==> config.mk <==
export PLATFORM = sky130hd
export DESIGN_NAME = png_text_chunk_metadata_parser_unit
export DESIGN_NICKNAME = d
export VERILOG_FILES = /design/src/rtl/pngtxt_pkg.sv /design/src/rtl/png_text_chunk_metadata_parser_unit.sv
export SDC_FILE = /design/constraint.sdc
export NUM_CORES = 1
export LEC_CHECK = 0
export ABC_AREA = 1
export BUFFER_PORTS_ARGS = -buffer_cell sky130_fd_sc_hd__buf_4
export CAP_MARGIN = 10
export CELL_PAD_IN_SITES_DETAIL_PLACEMENT = 1
export CELL_PAD_IN_SITES_GLOBAL_PLACEMENT = 1
export CORE_AREA = 10 10 175 177
export DETAILED_ROUTE_END_ITERATION = 12
export DIE_AREA = 0 0 185 187
export PLACE_DENSITY_LB_ADDON = 0.08
export SLEW_MARGIN = 0
export SYNTH_ARGS = -nofsm -noshare
export SYNTH_HDL_FRONTEND = slang
export SYNTH_SLANG_ARGS = --single-unit
==> constraint.sdc <==
create_clock -name clk -period 3 [get_ports clk]
set_input_delay 0.9 -clock clk [delete_from_list [all_inputs] [get_ports clk]]
set_output_delay 0.9 -clock clk [all_outputs]
set_load 0.02 [all_outputs]
==> src/rtl/pngtxt_pkg.sv <==
// Constants, types and helpers for the PNG text-chunk metadata parser.
package pngtxt_pkg;

	// Result kinds.
	localparam logic [1:0] KIND_SEED = 2'd0;
	localparam logic [1:0] KIND_HOST = 2'd1;
	localparam logic [1:0] KIND_PACK = 2'd2;
	localparam logic [1:0] KIND_BAD  = 2'd3;

	localparam int HEX_CHARS_DEFAULT = 8;

	localparam logic [31:0] TEXT_TYPE = 32'h7445_5874;

	localparam logic [7:0] SIG_BYTES [8] = '{
		8'd137, 8'd80, 8'd78, 8'd71, 8'd13, 8'd10, 8'd26, 8'd10
	};

	localparam int KW_COUNT = 3;

	// Keyword bytes, zero padded: seed, host options, texture pack.
	localparam logic [7:0] KW_CHARS [KW_COUNT][16] = '{
		'{8'h34, 8'h4A, 8'h5F, 8'h53, 8'h45, 8'h45, 8'h44, 8'h00,
		  8'h00, 8'h00, 8'h00, 8'h00, 8'h00, 8'h00, 8'h00, 8'h00},
		'{8'h34, 8'h4A, 8'h5F, 8'h48, 8'h4F, 8'h53, 8'h54, 8'h4F,
		  8'h50, 8'h54, 8'h49, 8'h4F, 8'h4E, 8'h53, 8'h00, 8'h00},
		'{8'h34, 8'h4A, 8'h5F, 8'h54, 8'h45, 8'h58, 8'h54, 8'h55,
		  8'h52, 8'h45, 8'h50, 8'h41, 8'h43, 8'h4B, 8'h00, 8'h00}
	};

	localparam logic [4:0] KW_LEN [KW_COUNT] = '{5'd7, 5'd14, 5'd14};

	typedef struct packed {
		logic       ok;
		logic [3:0] val;
	} hex_dig_t;

	function automatic hex_dig_t hex_digit(input logic [7:0] c);
		hex_dig_t d;
		d.ok  = 1'b1;
		d.val = 4'd0;
		case (c) inside
			[8'h30:8'h39]: d.val = 4'(c - 8'h30);
			[8'h61:8'h66]: d.val = 4'(c - 8'h57);
			[8'h41:8'h46]: d.val = 4'(c - 8'h37);
			default:       d.ok  = 1'b0;
		endcase
		return d;
	endfunction

endpackage

==> src/rtl/png_text_chunk_metadata_parser_unit.sv <==
// PNG text-chunk metadata parser: signature check, chunk walk and keyword values.
//
//  channel   signals                               dir
//  data      data_valid data_ready data_byte last_byte   in
//  result    result_valid result_ready result_kind value out
//
// One byte per cycle sustained while no result stalls. A byte is held in the input
// register and its result, if any, is registered into the result register; the parser
// state advances once per byte in that single step. Reset clears all parser
// state to the signature check. A stalled result holds the input register, and
// the input register keeps taking bytes whenever it can pass its byte on.
module png_text_chunk_metadata_parser_unit #(
	parameter int HEX_VALUE_CHARS = pngtxt_pkg::HEX_CHARS_DEFAULT
) (
	input  logic        clk,
	input  logic        arst_n,
	input  logic        data_valid,
	output logic        data_ready,
	input  logic [7:0]  data_byte,
	input  logic        last_byte,
	output logic        result_valid,
	input  logic        result_ready,
	output logic [1:0]  result_kind,
	output logic [31:0] value
);
	import pngtxt_pkg::*;

	typedef enum logic [2:0] {
		PH_SIG  = 3'd0,
		PH_LEN  = 3'd1,
		PH_TYPE = 3'd2,
		PH_DATA = 3'd3,
		PH_CRC  = 3'd4,
		PH_HALT = 3'd5
	} phase_t;

	typedef enum logic [1:0] {
		VM_KEY  = 2'd0,
		VM_SEED = 2'd1,
		VM_HOST = 2'd2,
		VM_PACK = 2'd3
	} vmode_t;

	// Input register
	logic        valid_s1;
	logic [7:0]  byte_s1;
	logic        last_s1;

	// Parser state
	phase_t      phase_q;
	logic [31:0] fc_q;
	logic [31:0] len_q;
	logic [31:0] kind_q;
	logic [4:0]  pos_q;
	logic [2:0]  flags_q;
	vmode_t      mode_q;
	logic [3:0]  cnt_q;
	logic [31:0] acc_q;
	logic        open_q;

	// Result register
	logic        result_valid_q;
	logic [1:0]  result_kind_q;
	logic [31:0] value_q;

	phase_t      nx_phase;
	logic [31:0] nx_fc;
	logic [31:0] nx_len;
	logic [31:0] nx_kind;
	logic [4:0]  nx_pos;
	logic [2:0]  nx_flags;
	vmode_t      nx_mode;
	logic [3:0]  nx_cnt;
	logic [31:0] nx_acc;
	logic        nx_open;
	logic        res_v;
	logic [1:0]  res_kind;
	logic [31:0] res_val;
	logic        adv;

	assign adv        = valid_s1 && (!result_valid_q || result_ready);
	assign data_ready = !valid_s1 || adv;

	always_comb begin
		logic     chunk_end;
		logic     hit_seed;
		logic     hit_host;
		logic     hit_pack;
		hex_dig_t dig;
		nx_phase = phase_q;
		nx_fc    = fc_q;
		nx_len   = len_q;
		nx_kind  = kind_q;
		nx_pos   = pos_q;
		nx_flags = flags_q;
		nx_mode  = mode_q;
		nx_cnt   = cnt_q;
		nx_acc   = acc_q;
		nx_open  = open_q;
		res_v    = 1'b0;
		res_kind = KIND_SEED;
		res_val  = '0;
		chunk_end = (fc_q + 32'd1) == len_q;
		hit_seed = flags_q[0] && (pos_q == KW_LEN[0]);
		hit_host = flags_q[1] && (pos_q == KW_LEN[1]);
		hit_pack = flags_q[2] && (pos_q == KW_LEN[2]);
		dig = hex_digit(byte_s1);
		case (phase_q)
			PH_SIG: begin
				if (byte_s1 != SIG_BYTES[fc_q[2:0]]) begin
					res_v    = 1'b1;
					res_kind = KIND_BAD;
					nx_phase = PH_HALT;
				end else if (fc_q[2:0] == 3'd7) begin
					nx_phase = PH_LEN;
					nx_fc    = '0;
				end else begin
					nx_fc = fc_q + 32'd1;
				end
			end
			PH_LEN: begin
				nx_len = {len_q[23:0], byte_s1};
				if (fc_q[1:0] == 2'd3) begin
					nx_phase = PH_TYPE;
					nx_fc    = '0;
				end else begin
					nx_fc = fc_q + 32'd1;
				end
			end
			PH_TYPE: begin
				nx_kind = {kind_q[23:0], byte_s1};
				if (fc_q[1:0] == 2'd3) begin
					nx_fc    = '0;
					nx_phase = (len_q == '0) ? PH_CRC : PH_DATA;
					nx_pos   = '0;
					nx_flags = '1;
					nx_mode  = VM_KEY;
					nx_cnt   = '0;
					nx_acc   = '0;
					nx_open  = 1'b1;
				end else begin
					nx_fc = fc_q + 32'd1;
				end
			end
			PH_DATA: begin
				if (kind_q == TEXT_TYPE) begin
					case (mode_q)
						VM_KEY: begin
							if (byte_s1 == 8'd0) begin
								nx_pos   = '0;
								nx_flags = '1;
								if (hit_host || hit_pack) begin
									nx_mode = hit_pack ? VM_PACK : VM_HOST;
									nx_cnt  = '0;
									nx_acc  = '0;
									nx_open = 1'b1;
									// An empty value at the chunk end still yields a zero word.
									if (chunk_end) begin
										res_v    = 1'b1;
										res_kind = hit_pack ? KIND_PACK : KIND_HOST;
									end
								end else if (hit_seed) begin
									nx_mode = VM_SEED;
								end
							end else begin
								for (int k = 0; k < KW_COUNT; k++) begin
									if (pos_q >= KW_LEN[k] || byte_s1 != KW_CHARS[k][pos_q[3:0]])
										nx_flags[k] = 1'b0;
								end
								if (pos_q != 5'd31)
									nx_pos = pos_q + 5'd1;
							end
						end
						VM_SEED: begin
							if (byte_s1 == 8'd0) begin
								nx_mode = VM_KEY;
							end else begin
								res_v    = 1'b1;
								res_kind = KIND_SEED;
								res_val  = {24'd0, byte_s1};
							end
						end
						default: begin
							res_kind = (mode_q == VM_HOST) ? KIND_HOST : KIND_PACK;
							res_val  = acc_q;
							if (byte_s1 == 8'd0) begin
								res_v   = 1'b1;
								nx_mode = VM_KEY;
							end else begin
								if (open_q) begin
									if (dig.ok)
										nx_acc = {acc_q[27:0], dig.val};
									else
										nx_open = 1'b0;
								end
								nx_cnt  = cnt_q + 4'd1;
								res_val = nx_acc;
								if (nx_cnt >= 4'(HEX_VALUE_CHARS) || chunk_end) begin
									res_v   = 1'b1;
									nx_mode = VM_KEY;
								end
							end
						end
					endcase
					if (chunk_end) begin
						nx_pos   = '0;
						nx_flags = '1;
						nx_mode  = VM_KEY;
						nx_cnt   = '0;
						nx_acc   = '0;
						nx_open  = 1'b1;
					end
				end
				if (chunk_end) begin
					nx_phase = PH_CRC;
					nx_fc    = '0;
				end else begin
					nx_fc = fc_q + 32'd1;
				end
			end
			PH_CRC: begin
				if (fc_q[1:0] == 2'd3) begin
					nx_phase = PH_LEN;
					nx_fc    = '0;
				end else begin
					nx_fc = fc_q + 32'd1;
				end
			end
			default: begin
			end
		endcase
	end

	always_ff @(posedge clk or negedge arst_n) begin
		if (!arst_n) begin
			valid_s1       <= 1'b0;
			result_valid_q <= 1'b0;
			result_kind_q  <= KIND_SEED;
			value_q        <= '0;
			phase_q        <= PH_SIG;
			fc_q           <= '0;
			len_q          <= '0;
			kind_q         <= '0;
			pos_q          <= '0;
			flags_q        <= '1;
			mode_q         <= VM_KEY;
			cnt_q          <= '0;
			acc_q          <= '0;
			open_q         <= 1'b1;
		end else begin
			if (data_ready)
				valid_s1 <= data_valid;
			if (adv)
				result_valid_q <= res_v;
			else if (result_ready)
				result_valid_q <= 1'b0;
			if (adv && res_v) begin
				result_kind_q <= res_kind;
				value_q       <= res_val;
			end
			if (adv) begin
				// The final byte of a file puts the parser back to its reset state.
				if (last_s1) begin
					phase_q <= PH_SIG;
					fc_q    <= '0;
					len_q   <= '0;
					kind_q  <= '0;
					pos_q   <= '0;
					flags_q <= '1;
					mode_q  <= VM_KEY;
					cnt_q   <= '0;
					acc_q   <= '0;
					open_q  <= 1'b1;
				end else begin
					phase_q <= nx_phase;
					fc_q    <= nx_fc;
					len_q   <= nx_len;
					kind_q  <= nx_kind;
					pos_q   <= nx_pos;
					flags_q <= nx_flags;
					mode_q  <= nx_mode;
					cnt_q   <= nx_cnt;
					acc_q   <= nx_acc;
					open_q  <= nx_open;
				end
			end
		end
	end

	always_ff @(posedge clk) begin
		if (data_valid && data_ready) begin
			byte_s1 <= data_byte;
			last_s1 <= last_byte;
		end
	end

	assign result_valid = result_valid_q;
	assign result_kind  = result_kind_q;
	assign value        = value_q;

	a_halt_holds: assert property (@(posedge clk) disable iff (!arst_n)
		(adv && phase_q == PH_HALT && !last_s1) |=> phase_q == PH_HALT)
		else $error("halted parser left the halt phase without a final byte");

	a_bad_from_sig: assert property (@(posedge clk) disable iff (!arst_n)
		(adv && res_v && res_kind == KIND_BAD) |-> phase_q == PH_SIG)
		else $error("bad signature reported outside the signature check");

	a_hex_count: assert property (@(posedge clk) disable iff (!arst_n)
		(mode_q == VM_HOST || mode_q == VM_PACK) |-> cnt_q < 4'(HEX_VALUE_CHARS))
		else $error("hex character count passed its limit");

	a_sig_count: assert property (@(posedge clk) disable iff (!arst_n)
		phase_q == PH_SIG |-> fc_q < 32'd8)
		else $error("signature byte count out of range");

endmodule
Word-level counts from Yosys, hierarchy flattened. Memory sizes are Yosys's and may differ from the RTL's. Index checks and enable logic that the tools add are counted.

Add/subtract/negate cells: 6. Reductions and logical operators: 40. Bitwise gates (word level): 2. Magnitude comparators: 11. Multiplexer cells: 120. Equality and inequality tests: 36.

Operators with widths (count): 32-bit two-way mux (20); 32-bit case mux with 2 select lines (3); 32-bit case mux with 3 select lines (1); 8-bit two-way mux (9); 5-bit inequality test, second input constant (9); 3-bit two-way mux (14); 4-bit two-way mux (10); 5-bit two-way mux (7); 2-bit two-way mux (17); 32-bit by 1-bit adder with 32-bit output, second input constant (1); 32-bit by 31-bit equality test with 1-bit output, second input constant (1); 32-bit equality test (1); 32-bit logical NOT (1); 8-bit inequality test (4); 1-bit two-way mux (26); 6-bit AND reduction (4); 3-bit inequality test, second input constant (6); 8-bit by 7-bit >= comparator with 1-bit output, second input constant (2); 8-bit by 7-bit less-or-equal comparator with 1-bit output, second input constant (2); 2-bit case mux with 2 select lines (4); 4-bit case mux with 2 select lines (2); 8-bit AND reduction (2); 3-bit case mux with 5 select lines (1); 7-bit AND reduction (2); other kinds (39) (66).

Memories kept: 4. Output and inout bits: 36. Memory bits (read-only): 448. Bits in registers: 191.

Memory list: (no name shown) (depth 16, width 8, rd ports 1, clocked after memory_dff 0, wr ports 0, RTL line png_text_chunk_metadata_parser_unit.sv:167) `if (pos_q >= KW_LEN[k] || byte_s1 != KW_CHARS[k][pos_q[3:0]])`; (no name shown) (depth 16, width 8, rd ports 1, clocked after memory_dff 0, wr ports 0, RTL line png_text_chunk_metadata_parser_unit.sv:167); (no name shown) (depth 16, width 8, rd ports 1, clocked after memory_dff 0, wr ports 0, RTL line png_text_chunk_metadata_parser_unit.sv:167); (no name shown) (depth 8, width 8, rd ports 1, clocked after memory_dff 0, wr ports 0, RTL line png_text_chunk_metadata_parser_unit.sv:110) `if (byte_s1 != SIG_BYTES[fc_q[2:0]]) begin`.

Longest topological paths before layout. Gate-level depths: netlist of run 1.

Word-level depth: 13. Depth in mapped cells: 23. Gate-level depth less buffers: 22.

Worst setup path after synthesis of run 1. No wires, ideal clock.

Kind: reg2reg. From: register fc_q[0]. To: register acc_q[15]. Required time: 2.879 ns. Path slack: 0.300 ns. Stages on the path, launching flop included: 17. Clock period less this slack: 2.700 ns. Data arrival time: 2.579 ns. Path buffers: 1. Path through: dfrtp_1 -> ha_1 -> inv_2 -> ha_1 -> xor2_1 -> nand3_1 -> nor2_1 -> nand2_1 -> nor2_1 -> nand3_1 -> nor2_1 -> nand3_2 -> nand4_1 -> nand2_1 -> nor2_8 -> buf_4 -> o21ai_1.

Longest elaborated chain between the ends: 6. Elaborated cells between the ends (all ways): 12.

RTL lines: start, declared (RTL line png_text_chunk_metadata_parser_unit.sv:51) `logic [31:0] fc_q;`; start signal, assigned (RTL line png_text_chunk_metadata_parser_unit.sv:276) `fc_q <= nx_fc;`; 32-bit by 1-bit adder with 32-bit output (RTL line png_text_chunk_metadata_parser_unit.sv:103) `chunk_end = (fc_q + 32'd1) == len_q;`; 32-bit equality test (RTL line png_text_chunk_metadata_parser_unit.sv:103); 32-bit two-way mux (RTL line png_text_chunk_metadata_parser_unit.sv:205) `if (chunk_end) begin`; 32-bit two-way mux (RTL line png_text_chunk_metadata_parser_unit.sv:146) `if (kind_q == TEXT_TYPE) begin`; 32-bit case mux with 2 select lines (RTL line png_text_chunk_metadata_parser_unit.sv:108) `case (phase_q)`; 32-bit two-way mux (RTL line png_text_chunk_metadata_parser_unit.sv:263) `if (last_s1) begin`; end signal, assigned (RTL line png_text_chunk_metadata_parser_unit.sv:283) `acc_q <= nx_acc;`; end, declared (RTL line png_text_chunk_metadata_parser_unit.sv:58) `logic [31:0] acc_q;`.

Several ways; a longest one is shown, not always the timed one. The select of a mux whose other input is x is not followed. A chain may end at the register's enable or synchronous reset.

Worst setup path after layout of run 1.
From: register fc_q[1]. To: register acc_q[11].

The elaborated chain is that of the path after synthesis.

==> run summary, run 1 <==
status = finished with violations
failing checks = setup timing
Ports = 49
WP data required = 3.38 ns
FMAX = 316 MHz
first-pass GRT wire length = 73,600 µm
most common cell after layout, fill and taps aside = nand2_1
largest net degree at the start of global routing = 55
Sink Count = 191
worst relative slew slack = 39.1%
vias per std cell = 5.86
Most used DFF post-synth = dfrtp_1
area of the multi-input gates = 0.00720 mm²
Max-Cap Viols = 0
final setup fails = 72
crit path max fanout = 6
Layout Utilization = 58.6%
GRT Overall Usage = 26.5%
Clk Latency, worst-skew pair = 0.46 ns
post-synthesis sequential area ratio = 39.0%
design area = 0.0160 mm²
clock share of power = 16.4%
min-delay worst type = in2async
CP Capture Type = flop
maximum vdd drop = 507 µV
Post-Syn Nets = 1,860
total CTS buffers = 17
slowest CP cell = dfrtp_1
core footprint = 0.0273 mm²
Switching Fraction = 48.7%
drt first pass iters = 6
Crit path top cell by count = nand2_4
Pleak = 0.00794 µW
Total Die Area = 0.0346 mm²
number of synthesized flops with an enable pin = 9
DRT iter0 DRCs = 1,098
Clock transition at path regs = 0.08 ns
storage element area = 0.00483 mm²
DRC Markers = 0
mapped cell area = 0.0124 mm²
Rows = 61
Async S/R FF share, synth = 95.3%
root buffer cell = clkbuf_16
via count = 13,900
dpl cells = 2,280
DRT Wirelength = 51,000 µm
Die Y = 187 µm
Slew Viols, Final = 0
area grow syn2layout = 29.5%
Logic pwr share = 55.8%
Worst-Margin Slew = 0.911 ns
Layout Nets = 2,042
most frequent cells in the layout = 413 x nand2_1, 198 x inv_1, 190 x buf_4, 187 x nand3_1, 177 x dfrtp_1
Die X = 185 µm
initial antenna violation count = 0
Placed Instance Area = 0.0140 mm²
Tcrit/Tclk final = 106%
vias in the first global route = 14,100
Fillers = 3,482
P_int = 7240 µW
CP Class = reg2reg
Longest Clk Path Bufs = 2
I/O Buffers = 48
TritonCTS clock tree = built
Antenna diodes = 0
Total Neg Setup Slack = -4.06 ns
Final WS setup = -0.169 ns
gr ovfl total = 0
placer congestion estimate = 0.937
Final ANT Viol Nets = 0
effective utilization at floorplan = 45.3%
Seq cells post-synth = 191
Reg power frac = 27.8%
Final Instance Count excl. Fillers = 2,368
Arr. time, crit path = 3.55 ns
Synth Warn # = 0
Period minus WS final = 3.17 ns
Detailed Place HPWL = 32,900 µm
RSZ-0062 raised after global routing = yes
crit path cell chain = buf_6, nand2_4, nor2_4, buf_6, nand2_4, nor2_4, buf_12, nand2_4, nand2_4, nand2_2, nand2_2, nand2_4, nor2_1, nand2_1, nor2_4, nand3_4, nand4_1, nand2_2, nor2_4, buf_12, clkbuf_16, nand2_2, o21ai_1
share of cells above drive strength 1 = 23.8%
final hold vios = 0
# H-tree levels = 4
Power Dens Cells = 880 mW/mm²
cell count after synthesis = 1,827
sw power = 6860 µW
unique cell type count in the Yosys netlist = 45
wire length per cell = 21.5 µm
Startpoint Class = flop
syn avg cell area = 6.77 µm²
Max Clock Skew = 0.0185 ns
biggest cell delay along the critical path = 0.42 ns
## cell type report
cell class                      count  area share, %
Multi-Input combinational cell   1356           44.9
Clock inverter                     13          0.789
Clock buffer                       19           2.76
Timing Repair Buffer              232           13.7
Tap cell                          346           2.70
Inverter                          211           5.02
Sequential cell                   191           30.2
## state kept, by name, summed over array words and instances (netlist names)
register and flops:
value 32, open_q 1, acc_q 32, len_q 32, cnt_q 4, flags_q 3
valid_s1 1, result_valid 1, fc_q 32, phase_q 3, result_kind 2, kind_q 32
byte_s1 8, last_s1 1, pos_q 5, mode_q 2
## critical path: cells and delay by family, from the launching register on
kind | cells | cell delay (ns)
simple gates | 17 | 1.79
buf+inv | 5 | 0.79
flops | 1 | 0.42
compound gates | 1 | 0.09
## cell usage after synthesis, types with 10 or more instances
library cell	instances	area [µm²]
a21oi_1	55	275
buf_2	10	50.1
clkbuf_1	50	188
dfrtp_1	178	4450
ha_1	20	250
inv_1	203	762
nand2_1	515	1930
nand3_1	216	1080
nand4_1	26	163
nor2_1	199	747
nor3_1	15	75.1
nor4_1	17	106
o21ai_0	164	821
o21ai_1	29	145
o22ai_1	29	181
xor2_1	16	140
## kinds of logic after synthesis
kind of cell               synth area share, %
xor gates and xnor gates                  1.46
muxes                                    0.546
AOI/OAI and AO/OA                         12.6
adders and majority gates                 2.02
DFF                                       39.0
buffers and inverters                     9.05
and+or+nand+nor                           35.3
## per-stage QoR
step           setup slack (ns)  hold WS [ns]  power (µW)
6_report                 -0.169         0.403       14100
2_1_floorplan             0.300         0.442        7670
3_5_place_dp             -0.186         0.454       10300
5_1_grt                  -0.278         0.425       15000
4_1_cts                 0.00916         0.427       12800
3_3_place_gp             -0.122         0.449       10000
## per-layer routing
| layer | vias to the layer above | routed length [µm] | part of all wire, % | GRT usage [%] |
|---|---|---|---|---|
| li1 | 6337 | - | - | - |
| met1 | 6941 | 20000 | 39 | 31.4 |
| met2 | 430 | 26300 | 52 | 46.4 |
| met3 | 157 | 2250 | 4.4 | 3.13 |
| met4 | 0 | 2440 | 4.8 | 12.1 |
| met5 | - | 0 | 0 | 0 |
## power by group through the flow
stage | Sequential, µW | Combinational [µW] | Clock [µW]
6_report | 3910 | 7880 | 2320
5_1_grt | 3990 | 8520 | 2450
4_1_cts | 3850 | 6610 | 2320
3_5_place_dp | 3900 | 6360 | 0
3_3_place_gp | 3880 | 6170 | 0
2_1_floorplan | 3700 | 3970 | 0
## timing repair
| action | CTS | global route |
|---|---|---|
| cloned | 2 | 14 |
| hold buffers | 0 | 0 |
| endpoints found under the setup margin | 111 | 116 |
| gates resized for setup | 21 | 222 |
| pin swaps | 9 | 30 |
| setup buffers | 6 | 32 |
## path summary, 6_finish.rpt
kind                            start          to  slack (ns)  depth (start not counted)
max                           fc_q[1]   acc_q[11]       -0.17                         23
max in group asynchronous      arst_n      open_q        1.82                          2
min in group clk           flags_q[1]  flags_q[1]        0.46                          2
min                            arst_n    pos_q[0]        0.40                          1
max reg2reg                   fc_q[1]   acc_q[11]       -0.17                         23
min reg2reg                flags_q[1]  flags_q[1]        0.46                          2
No activity file was read; power rests on OpenSTA's default activity.
==> run 2, diff against run 1 <==
--- a/config.mk
+++ b/config.mk
@@ -14,6 +14,7 @@
 export DETAILED_ROUTE_END_ITERATION = 12
 export DIE_AREA = 0 0 185 187
 export PLACE_DENSITY_LB_ADDON = 0.08
+export RECOVER_POWER = 100
 export SLEW_MARGIN = 0
 export SYNTH_ARGS = -nofsm -noshare
 export SYNTH_HDL_FRONTEND = slang
==> run summary, run 2 (same netlist as run 1, synthesis figures left out) <==
Startpoint Class = flop
top layer in use = met4
Max-Cap Viols = 0
RSZ-0062 raised after global routing = yes
share of cells above drive strength 1 = 21.7%
Layout Nets = 2,042
Fillers = 3,505
area grow syn2layout = 27.9%
final hold vios = 0
WP data required = 3.38 ns
TritonCTS clock tree = built
# H-tree levels = 4
Layout Utilization = 57.9%
Die Y = 187 µm
total CTS buffers = 17
final setup fails = 75
placer congestion estimate = 0.937
vias per std cell = 5.85
Final WS setup = -0.179 ns
storage element area = 0.00483 mm²
Antenna diodes = 0
Switching Fraction = 48.7%
DRT iter0 DRCs = 1,183
CP Capture Type = flop
Reg power frac = 27.8%
Longest Clk Path Bufs = 2
Final ANT Viol Nets = 0
reg2reg setup slack = -0.18 ns
gr ovfl total = 0
most common cell after layout, fill and taps aside = nand2_1
Routed met2 length = 26,200 µm
Die X = 185 µm
CP Class = reg2reg
worst relative slew slack = 3.49%
FMAX = 315 MHz
root buffer cell = clkbuf_16
Ports = 49
vias in the first global route = 14,100
Worst-Margin Slew = 1.45 ns
Clk Latency, worst-skew pair = 0.47 ns
initial antenna violation count = 0
GRT Overall Usage = 26.5%
drt first pass iters = 5
Rows = 61
Power Dens Cells = 889 mW/mm²
area of the multi-input gates = 0.00719 mm²
core footprint = 0.0273 mm²
status = finished with violations
Slew Viols, Final = 0
failing checks = setup timing
wire length per cell = 21.5 µm
crit path max fanout = 6
clock share of power = 16.5%
P_int = 7210 µW
Detailed Place HPWL = 32,900 µm
Tcrit/Tclk final = 106%
largest net degree at the start of global routing = 55
DRC Markers = 0
Period minus WS final = 3.18 ns
Max Clock Skew = 0.0171 ns
Total Die Area = 0.0346 mm²
Logic pwr share = 55.7%
Arr. time, crit path = 3.56 ns
sw power = 6850 µW
Pleak = 0.00777 µW
min-delay worst type = reg2reg
Final Power = 14,100 µW
DRT met1 WL = 19,900 µm
maximum vdd drop = 509 µV
DRT Wirelength = 50,900 µm
most frequent cells in the layout = 413 x nand2_1, 198 x inv_1, 187 x nand3_1, 177 x nor2_1, 177 x dfrtp_1
effective utilization at floorplan = 45.3%
via count = 13,900
Clock transition at path regs = 0.08 ns
met3 routed WL = 2300 µm
I/O Buffers = 48
Sink Count = 191
first-pass GRT wire length = 73,600 µm
run 2: changes by cell type in the layout (fill, tap and decap cells not counted), moves of 2 or more:
cell      before  now
buf_4        190  139
buf_12        13   11
clkbuf_2       0    5
clkbuf_4       0    9
clkbuf_1       1   41
run 2: metal layers:
metal	up-vias	track usage [%]
li1	6348	-
met1	6911	31.4
met2	447	46.4
met3	155	3.13
met4	0	12.1
met5	-	0
run 2: path summary, 6_finish.rpt:
| check | start | depth (start not counted) | end |
|---|---|---|---|
| setup / recovery | fc_q[1] | 23 | acc_q[11] |
| hold reg to reg | flags_q[1] | 2 | flags_q[1] |
| hold / removal | flags_q[1] | 2 | flags_q[1] |
| setup reg to reg | fc_q[1] | 23 | acc_q[11] |
| min in group asynchronous | arst_n | 1 | pos_q[0] |
| max in group asynchronous | arst_n | 2 | kind_q[19] |
run 2: power by group through the flow:
stage / logic [µW] / registers, µW / clock network (µW)
final: 7840 / 3910 / 2310
after global routing: 8480 / 3990 / 2450
after CTS: 6610 / 3850 / 2320
after detailed placement: 6360 / 3900 / 0
after global placement: 6170 / 3880 / 0
after floorplan: 3970 / 3700 / 0
run 2: per-stage QoR:
stage / cell area, µm² / TNS (ns) / std cells / hold slack (ns) / setup WS (ns)
3_3_place_gp: 14000 / -3.82 / 2280 / 0.449 / -0.122
3_5_place_dp: 14000 / -9.57 / 2280 / 0.454 / -0.186
5_1_grt: 15800 / -16.51 / 2368 / 0.502 / -0.278
4_1_cts: 14700 / 0 / 2320 / 0.427 / 0.00916
6_report: 15800 / -4.36 / 2368 / 0.462 / -0.179
2_1_floorplan: 12400 / 0 / 1827 / 0.442 / 0.300
run 2: critical path: stages, from the launching register on:
cell       delay, ns
dfrtp_1         0.42
buf_6           0.16
nand2_4         0.06
nor2_4          0.16
buf_6           0.13
nand2_4         0.05
nor2_4          0.20
buf_12          0.18
nand2_4         0.06
nand2_4         0.07
nand2_2         0.06
nand2_2         0.08
nand2_4         0.07
nor2_1          0.10
nand2_1         0.09
nor2_4          0.17
nand3_4         0.11
nand4_1         0.10
nand2_2         0.13
nor2_4          0.23
buf_12          0.17
clkbuf_16       0.15
nand2_2         0.05
o21ai_1         0.09
run 2: what timing repair did:
item                                    in CTS  in global routing
gates cloned                                 2                 14
endpoints found under the setup margin     111                116
setup buffers                                6                 32
pin swaps                                    9                 30
gates resized for setup                     21                222
hold buffers                                 0                  0
run 2: cell type report:
class	instances	area share (%)
clock inverter	13	0.799
multi-input combinational	1356	45.5
tap	346	2.74
clock buffer	19	2.80
inverter	211	5.08
sequential	191	30.5
timing repair buffer	232	12.6
==> run 3, diff against run 2 <==
--- a/config.mk
+++ b/config.mk
@@ -7,12 +7,11 @@
 export LEC_CHECK = 0
 export ABC_AREA = 1
 export BUFFER_PORTS_ARGS = -buffer_cell sky130_fd_sc_hd__buf_4
-export CAP_MARGIN = 10
 export CELL_PAD_IN_SITES_DETAIL_PLACEMENT = 1
 export CELL_PAD_IN_SITES_GLOBAL_PLACEMENT = 1
-export CORE_AREA = 10 10 175 177
+export CORE_AREA = 10 10 211 213
 export DETAILED_ROUTE_END_ITERATION = 12
-export DIE_AREA = 0 0 185 187
+export DIE_AREA = 0 0 221 223
 export PLACE_DENSITY_LB_ADDON = 0.08
 export RECOVER_POWER = 100
 export SLEW_MARGIN = 0
==> run summary, run 3 (same netlist as run 1, synthesis figures left out) <==
Die Y = 223 µm
Final Instance Count excl. Fillers = 2,558
P_int = 7210 µW
vias per std cell = 5.08
Sink Count = 191
worst relative slew slack = -6.04%
Period minus WS final = 2.98 ns
Final ANT Viol Nets = 0
placer congestion estimate = 0.841
share of cells above drive strength 1 = 19.8%
# H-tree levels = 4
Detailed Place HPWL = 36,100 µm
Total Die Area = 0.0493 mm²
Clock transition at path regs = 0.08 ns
I/O Buffers = 48
area grow syn2layout = 28.0%
final setup fails = 0
reg-to-reg startpoint = fc_q[0]
Antenna diodes = 0
Worst-Margin Slew = 1.59 ns
Tcrit/Tclk final = 99.3%
DRC Markers = 0
critical path's top delay family = simple AND/OR/NAND/NOR gates
vias in the first global route = 13,800
Layout Utilization = 39.2%
Logic pwr share = 55.4%
CP Capture Type = flop
failing checks = capacitance limit, slew limit
crit path max fanout = 8
WP buf/inv = 8
most common cell after layout, fill and taps aside = nand2_1
most frequent cells in the layout = 450 x nand2_1, 199 x inv_1, 194 x nand3_1, 175 x dfrtp_1, 171 x nor2_1
Slew Viols, Final = 33
Layout Nets = 2,047
Fillers = 5,102
effective utilization at floorplan = 30.6%
Clk Latency, worst-skew pair = 0.50 ns
TritonCTS clock tree = built
Startpoint Class = flop
Switching Fraction = 48.5%
Rows = 74
dpl cells = 2,501
WP data required = 3.43 ns
Ports = 49
sw power = 6790 µW
GRT Overall Usage = 19.8%
drt first pass iters = 5
Arr. time, crit path = 3.41 ns
Max-Cap Viols = 1
crit path cell chain = buf_6, inv_4, nor2_4, nand2_2, nor2_4, buf_12, nand2_4, nand2_2, buf_4, nand3_1, nand2_2, buf_4, nor2_2, nand2_2, nor2_4, nand3_4, nand3_4, nor2_4, nor2_8, buf_12, buf_6, inv_6, nand2_2, nand2_2
Longest Clk Path Bufs = 2
CP Class = reg2reg
first-pass GRT wire length = 77,500 µm
DRT Wirelength = 49,600 µm
Pleak = 0.00766 µW
biggest cell delay along the critical path = 0.42 ns
final hold vios = 0
min-delay worst type = reg2reg
clock share of power = 16.7%
Crit path top cell by count = nand2_2
wire length per cell = 19.4 µm
Reg power frac = 27.9%
RSZ-0062 raised after global routing = yes
status = finished with violations
core footprint = 0.0404 mm²
hold path start = flags_q[0]
maximum vdd drop = 467 µV
origin of the worst setup path = fc_q[0]
Power Dens Cells = 884 mW/mm²
root buffer cell = clkbuf_16
slowest CP cell = dfrtp_1
reg2reg setup slack = 0.02 ns
Max Clock Skew = 0.0135 ns
via count = 13,000
FMAX = 336 MHz
total CTS buffers = 17
DRT iter0 DRCs = 730
initial antenna violation count = 0
largest net degree at the start of global routing = 55
gr ovfl total = 0
Die X = 221 µm
run 3: cell types whose count changed in the layout (fill, tap and decap cells not counted), sizes merged:
cell          previous run  this run
buf                    168       183
clkbuf                  82        74
inv                    213       220
clkinv                   8         2
clkinvlp                 3         1
dlymetal6s2s             1         0
nor2                   211       210
run 3: worst reg2reg max path, cell delays in order (launching register included):
cell and delay, ns:
dfrtp_1 0.42, buf_6 0.14, inv_4 0.05, nor2_4 0.19
nand2_2 0.11, nor2_4 0.21, buf_12 0.17, nand2_4 0.07
nand2_2 0.08, buf_4 0.11, nand3_1 0.09, nand2_2 0.09
buf_4 0.11, nor2_2 0.04, nand2_2 0.07, nor2_4 0.05
nand3_4 0.12, nand3_4 0.10, nor2_4 0.17, nor2_8 0.08
buf_12 0.13, buf_6 0.11, inv_6 0.09, nand2_2 0.06
nand2_2 0.06
run 3: power by group through the flow:
stage          Sequential (µW)  Combinational, µW  Clock, µW
2_1_floorplan             3700               3970          0
3_3_place_gp              3910               6660          0
3_5_place_dp              3910               6780          0
4_1_cts                   3880               7250       2430
5_1_grt                   3990               8570       2530
6_report                  3900               7760       2340
run 3: per-stage QoR:
step | hold WS [ns] | cell area (µm²) | setup slack [ns] | total power [µW] | TNS [ns]
after floorplan | 0.442 | 12400 | 0.300 | 7670 | 0
after global placement | 0.450 | 14500 | -0.175 | 10600 | -10.93
after detailed placement | 0.460 | 14500 | -0.201 | 10700 | -15.45
after CTS | 0.366 | 15400 | -0.0281 | 13600 | -0.242
after global routing | 0.498 | 15800 | -0.161 | 15100 | -13.53
final | 0.467 | 15800 | 0.0211 | 14000 | 0
run 3: repair_timing:
item | CTS | global route
hold endpoints to repair | 0 | 0
pin swaps | 16 | 40
gates cloned | 3 | 7
setup buffers | 6 | 12
hold buffers | 0 | 0
gates resized for setup | 59 | 125
setup endpoints to repair | 116 | 116
run 3: area by class of cell:
class	instances	area, µm²	area share (%)
clock buffer	19	443	2.80
clock inverter	12	116	0.735
inverter	211	805	5.08
multi-input combinational	1355	6990	44.1
sequential	191	4830	30.5
tap	532	666	4.20
timing repair buffer	238	1980	12.5
run 3: per-layer routing:
layer	wire length [µm]	up-vias	GRT usage [%]
li1	-	6351	-
met1	22100	6444	24.0
met2	25100	154	34.6
met3	1270	55	2.82
met4	1100	0	7.51
met5	0	-	0
run 3: path summary, 6_finish.rpt:
check	end	depth (start not counted)
max	acc_q[2]	24
min reg2reg	flags_q[0]	2
max reg2reg	acc_q[2]	24
min in group asynchronous	fc_q[10]	1
max in group asynchronous	kind_q[31]	2
min	flags_q[0]	2
